===== src/rtl/path_lookahead_point_finder_top_macros.svh =====
// Assertion helpers for the look-ahead point finder.
`ifndef PATH_LOOKAHEAD_POINT_FINDER_TOP_MACROS_SVH
`define PATH_LOOKAHEAD_POINT_FINDER_TOP_MACROS_SVH
`ifndef SYNTHESIS
`define PLPF_ASSERT_IMP(lbl, clk, rst, ante, cons) \
   lbl: assert property (@(posedge clk) disable iff (rst) (ante) |-> (cons)) \
      else $error("plpf check failed");
`define PLPF_ASSERT_NEXT(lbl, clk, rst, ante, cons) \
   lbl: assert property (@(posedge clk) disable iff (rst) (ante) |=> (cons)) \
      else $error("plpf check failed");
`else
`define PLPF_ASSERT_IMP(lbl, clk, rst, ante, cons)
`define PLPF_ASSERT_NEXT(lbl, clk, rst, ante, cons)
`endif
`endif


===== src/rtl/plpf_pkg.sv =====
`default_nettype none
package plpf_pkg;
   localparam int PATH_DEPTH_DEF = 256;
   localparam logic [30:0] RADIUS_RESET = 31'd786432;
   localparam logic [3:0] BISECT_LAST = 4'd9;
   localparam logic [10:0] T_ONE = 11'd1024;
   localparam int T_SHIFT = 10;
   localparam int DIST_W = 65;

   localparam logic [1:0] KIND_CLEAR  = 2'd0;
   localparam logic [1:0] KIND_APPEND = 2'd1;
   localparam logic [1:0] KIND_QUERY  = 2'd2;

   localparam logic [1:0] SRC_END     = 2'd0;
   localparam logic [1:0] SRC_INTERP  = 2'd1;
   localparam logic [1:0] SRC_NEAREST = 2'd2;
   localparam logic [1:0] SRC_EMPTY   = 2'd3;

   localparam logic CSR_RADIUS = 1'b0;

   typedef struct packed {
      logic valid;
      logic last;
      logic bis;
   } dist_ctl_type;
endpackage
`default_nettype wire


===== src/rtl/plpf_dist.sv =====
`default_nettype none
module plpf_dist
   import plpf_pkg::*;
#(
   parameter int IW = 8
) (
   input  wire logic                clock,
   input  wire logic                reset,
   input  wire dist_ctl_type        i_ctl,
   input  wire logic [IW-1:0]       i_idx,
   input  wire logic signed [31:0]  i_ax,
   input  wire logic signed [31:0]  i_ay,
   input  wire logic signed [31:0]  i_bx,
   input  wire logic signed [31:0]  i_by,
   output dist_ctl_type             o_ctl,
   output logic [IW-1:0]            o_idx,
   output logic signed [31:0]       o_ax,
   output logic signed [31:0]       o_ay,
   output logic [DIST_W-1:0]        o_d
);
   dist_ctl_type ctl1_ff, ctl2_ff, ctl3_ff;
   logic [IW-1:0] idx1_ff, idx2_ff, idx3_ff;
   logic signed [31:0] ax1_ff, ay1_ff, ax2_ff, ay2_ff, ax3_ff, ay3_ff;
   logic [31:0] ux_ff, uy_ff;
   logic [63:0] sx_ff, sy_ff;
   logic [DIST_W-1:0] d_ff;
   logic signed [32:0] dx_in, dy_in;
   logic [32:0] ax_abs, ay_abs;

   always_comb begin
      dx_in  = {i_ax[31], i_ax} - {i_bx[31], i_bx};
      dy_in  = {i_ay[31], i_ay} - {i_by[31], i_by};
      ax_abs = dx_in[32] ? 33'(-dx_in) : 33'(dx_in);
      ay_abs = dy_in[32] ? 33'(-dy_in) : 33'(dy_in);
   end

   always_ff @(posedge clock) begin
      if (reset) begin
         ctl1_ff <= '0;
         ctl2_ff <= '0;
         ctl3_ff <= '0;
      end else begin
         ctl1_ff <= i_ctl;
         ctl2_ff <= ctl1_ff;
         ctl3_ff <= ctl2_ff;
      end
      idx1_ff <= i_idx;
      idx2_ff <= idx1_ff;
      idx3_ff <= idx2_ff;
      ax1_ff  <= i_ax;
      ay1_ff  <= i_ay;
      ax2_ff  <= ax1_ff;
      ay2_ff  <= ay1_ff;
      ax3_ff  <= ax2_ff;
      ay3_ff  <= ay2_ff;
      ux_ff   <= ax_abs[31:0];
      uy_ff   <= ay_abs[31:0];
      sx_ff   <= ux_ff * ux_ff;
      sy_ff   <= uy_ff * uy_ff;
      d_ff    <= {1'b0, sx_ff} + {1'b0, sy_ff};
   end

   assign o_ctl = ctl3_ff;
   assign o_idx = idx3_ff;
   assign o_ax  = ax3_ff;
   assign o_ay  = ay3_ff;
   assign o_d   = d_ff;
endmodule
`default_nettype wire


===== config.mk =====
export PLATFORM = sky130hd
export DESIGN_NAME = plpf_dist
export DESIGN_NICKNAME = d
export VERILOG_FILES = /design/src/rtl/path_lookahead_point_finder_top_macros.svh /design/src/rtl/plpf_pkg.sv /design/src/rtl/plpf_dist.sv
export SDC_FILE = /design/constraint.sdc
export NUM_CORES = 2
export LEC_CHECK = 0
export BUFFER_PORTS_ARGS = -buffer_cell sky130_fd_sc_hd__buf_2
export CAP_MARGIN = 20
export CORE_MARGIN = 2
export CORE_UTILIZATION = 65
export CTS_CLUSTER_SIZE = 28
export DETAILED_ROUTE_END_ITERATION = 7
export PLACE_DENSITY = 0.91
export SYNTH_ARGS = -nofsm -noshare
export SYNTH_HDL_FRONTEND = slang
export SYNTH_SLANG_ARGS = --single-unit

===== constraint.sdc =====
create_clock -name clock -period 14.8 [get_ports clock]
set_input_delay 2.96 -clock clock [delete_from_list [all_inputs] [get_ports clock]]
set_output_delay 2.96 -clock clock [all_outputs]
set_load 0.02 [all_outputs]

==> reports/qor.csv <==
stage,metric,value,unit
outcome,status,"finished, final reports clean",
global_route,initial antenna violation count,8,
logic_synthesis,YS warnings,0,
floorplanning,row count,125,
global_route,"Remaining Overflow, GRT",0,
timing,fmax,0.104,GHz
routing,Routed Wire Length,196,mm
routing,vias,56300,
global_route,GRT Total Usage,0.338,
timing,unrepaired setup endpoints after global routing,no,
place,I/O Buffers,280,
logic_synthesis,Syn Inst Count,7967,
setup_path,worst-path maximum fanout,27,
clock_tree,Clock Path Buffers,3,
logic_synthesis,Mapped Nets,10400,
floorplanning,total core area,116000,um^2
cells_and_area,P&R area growth vs syn,6.18,%
timing,post-route clock period utilization,0.652,
global_route,pin count of the biggest net entering global routing,41,
cells_and_area,most frequent cells in the layout,"inv_1 (2,067), fa_1 (1,588), ha_1 (722)",
floorplanning,Die ar.,120000,um^2
floorplanning,die height,346,um
hold_path,worst hold path depth,0,
routing,Avg WL per Cell,20.3,um
setup_path,crit path buf inv count,6,
clock_tree,post-cts sizing count,0,
floorplanning,Initial Util,0.655,
timing,setup TNS,0,ns
timing,Final setup viols,0,
logic_synthesis,syn_area_per_cell,9.54,um^2
cells_and_area,Final Net Count,10500,
hold_path,Worst Hold Class,reg -> reg,
clock_tree,"Reg clk slew, reported paths",0.07,ns
routing,DRC Markers,0,
setup_path,"Largest stage delay, worst path",0.89,ns
setup_path,Worst path most repeated cell,fa_1,
cells_and_area,share of layout cells above drive strength 1,0.0624,
setup_path,CP endpoint kind,register,
setup_path,Crit path max-delay family,adder cells,
routing,number of DRC markers in iteration 0,4809,
setup_path,crit path launch type,register,
logic_synthesis,register area share after synthesis,0.126,
cells_and_area,"commonest non-fill, non-tap cell in the layout",inv_1,
clock_tree,worst skew pair latency,0.71,ns
clock_tree,H-tree depth,2,
setup_path,FF-to-FF path depth,28,
clock_tree,Root Buffer,clkbuf_16,
setup_path,R2R setup slack,5.15,ns
place,GPL Wtd Cong,0.955,
setup_path,"Data required, critical path",15.46,ns
timing,Worst-Margin Slew,1.08,ns
timing,Worst Skew,0.0779,ns
logic_synthesis,synthesized area,76000,um^2
routing,Final ANT Viol Nets,0,
setup_path,CP max stage cell,a211oi_1,
timing,fin crit period,9.65,ns
logic_synthesis,number of synthesized register bits,480,
clock_tree,postcts setup bufs,0,
routing,drt pass-1 iters,6,
global_route,first-pass GRT wire length,320,mm
logic_synthesis,"EDFF count, synth",0,
clock_tree,CTS Hold Bufs,0,
timing,fin. max-slew vios,0,
setup_path,crit path DAT,10.31,ns
clock_tree,TritonCTS clock tree,done,
logic_synthesis,"FFs w/ async S/R, synth",0,
timing,Slew HR,0.281,
clock_tree,clock sinks,480,
logic_synthesis,"Distinct cells, synth",84,
global_route,vias in the first global route,63600,
setup_path,stages on the worst setup path,28,
routing,Via density,5.82,
clock_tree,CTS buffer count,54,
timing,Hold Fails Final Rpt,0,
place,DPL Wire Length,153,mm
floorplanning,I/O pin count,281,
setup_path,WS Path Type,reg -> reg,
run,Maximum Capacitance Violations,0,
logic_synthesis,"Top FF cell, synth",dfxtp_1,
floorplanning,Die Wd,346,um
final cells by class:
type	instances	area, um^2
Clock inverter	33	470
Inverter	2071	7770
Fill cell	7809	35300
Multi-Input combinational cell	5148	57600
Tap cell	1524	1910
Antenna cell	3	7.51
Timing Repair Buffer	338	1840
Sequential cell	480	9630
Clock buffer	67	1460
kinds of logic after synthesis:
logic type / synth area share
AND/OR/NAND/NOR: 0.104
adder cells (fa/ha/maj): 0.537
flip-flops: 0.126
multiplexers: 0.00179
XOR/XNOR: 0.0409
AO/OA/AOI/OAI: 0.0741
buffers and inverters: 0.116
synthesized netlist by cell type, drive strengths merged (9+ instances only):
master  count  area [um^2]
inv      2069         7770
fa       1588        31800
ha        722         9030
nand2     622         2330
dfxtp     480         9610
and2      459         2870
a21oi     277         1390
clkbuf    259          972
nor2      210          788
xnor2     208         1820
a21o      149         1120
xor2      147         1290
o21ai     137          686
nand4      53          332
nor2b      52          325
o21bai     52          390
nand3      50          250
nor3       37          185
o21a       35          263
a211oi     32          250
a31oi      29          181
and3       27          169
a31o       26          228
o211ai     23          173
nand2b     22          138
or2        18          113
o31ai      16          134
or3        16          110
buf         9         37.5
worst paths after layout:
check / start / to
max: ux_ff[15] / sx_ff[62]
min: ax1_ff[18] / ax2_ff[18]
max reg2reg: ux_ff[15] / sx_ff[62]
min reg2reg: ax1_ff[18] / ax2_ff[18]
state kept, by name, indices dropped and copies added (netlist names):
signal and flops:
ax1_ff 32, ax2_ff 32, ay1_ff 32, ay2_ff 32, ctl1_ff 3, ctl2_ff 3, idx1_ff 8, idx2_ff 8
o_ax 32, o_ay 32, o_ctl 3, o_d 65, o_idx 8, sx_ff 63, sy_ff 63, ux_ff 32
uy_ff 32
routing by layer:
| metal | wire (um) | vias to the layer above | track usage |
|---|---|---|---|
| met3 | 20100 | 1040 | 0.0821 |
| met1 | 69300 | 27800 | 0.406 |
| met4 | 12700 | 6 | 0.194 |
| met2 | 94000 | 3240 | 0.557 |
| li1 | - | 24200 | - |
| met5 | 35 | - | 0 |
metrics by stage:
step	std cells	hold WS, ns	utilization	setup slack (ns)	instance area, um^2
final	9664	0.322	0.695	5.15	80700
after global routing	9662	0.327	0.695	4.85	80700
after CTS	9661	0.325	0.695	5.47	80700
after detailed placement	9561	0.312	0.679	5.64	78800
after global placement	9561	0.310	0.679	5.88	78800
after floorplan	7967	0.310	-	6.67	76000
Power is not shown: default switching activity piles up to over one toggle a cycle in this logic, so the estimate is an artifact.
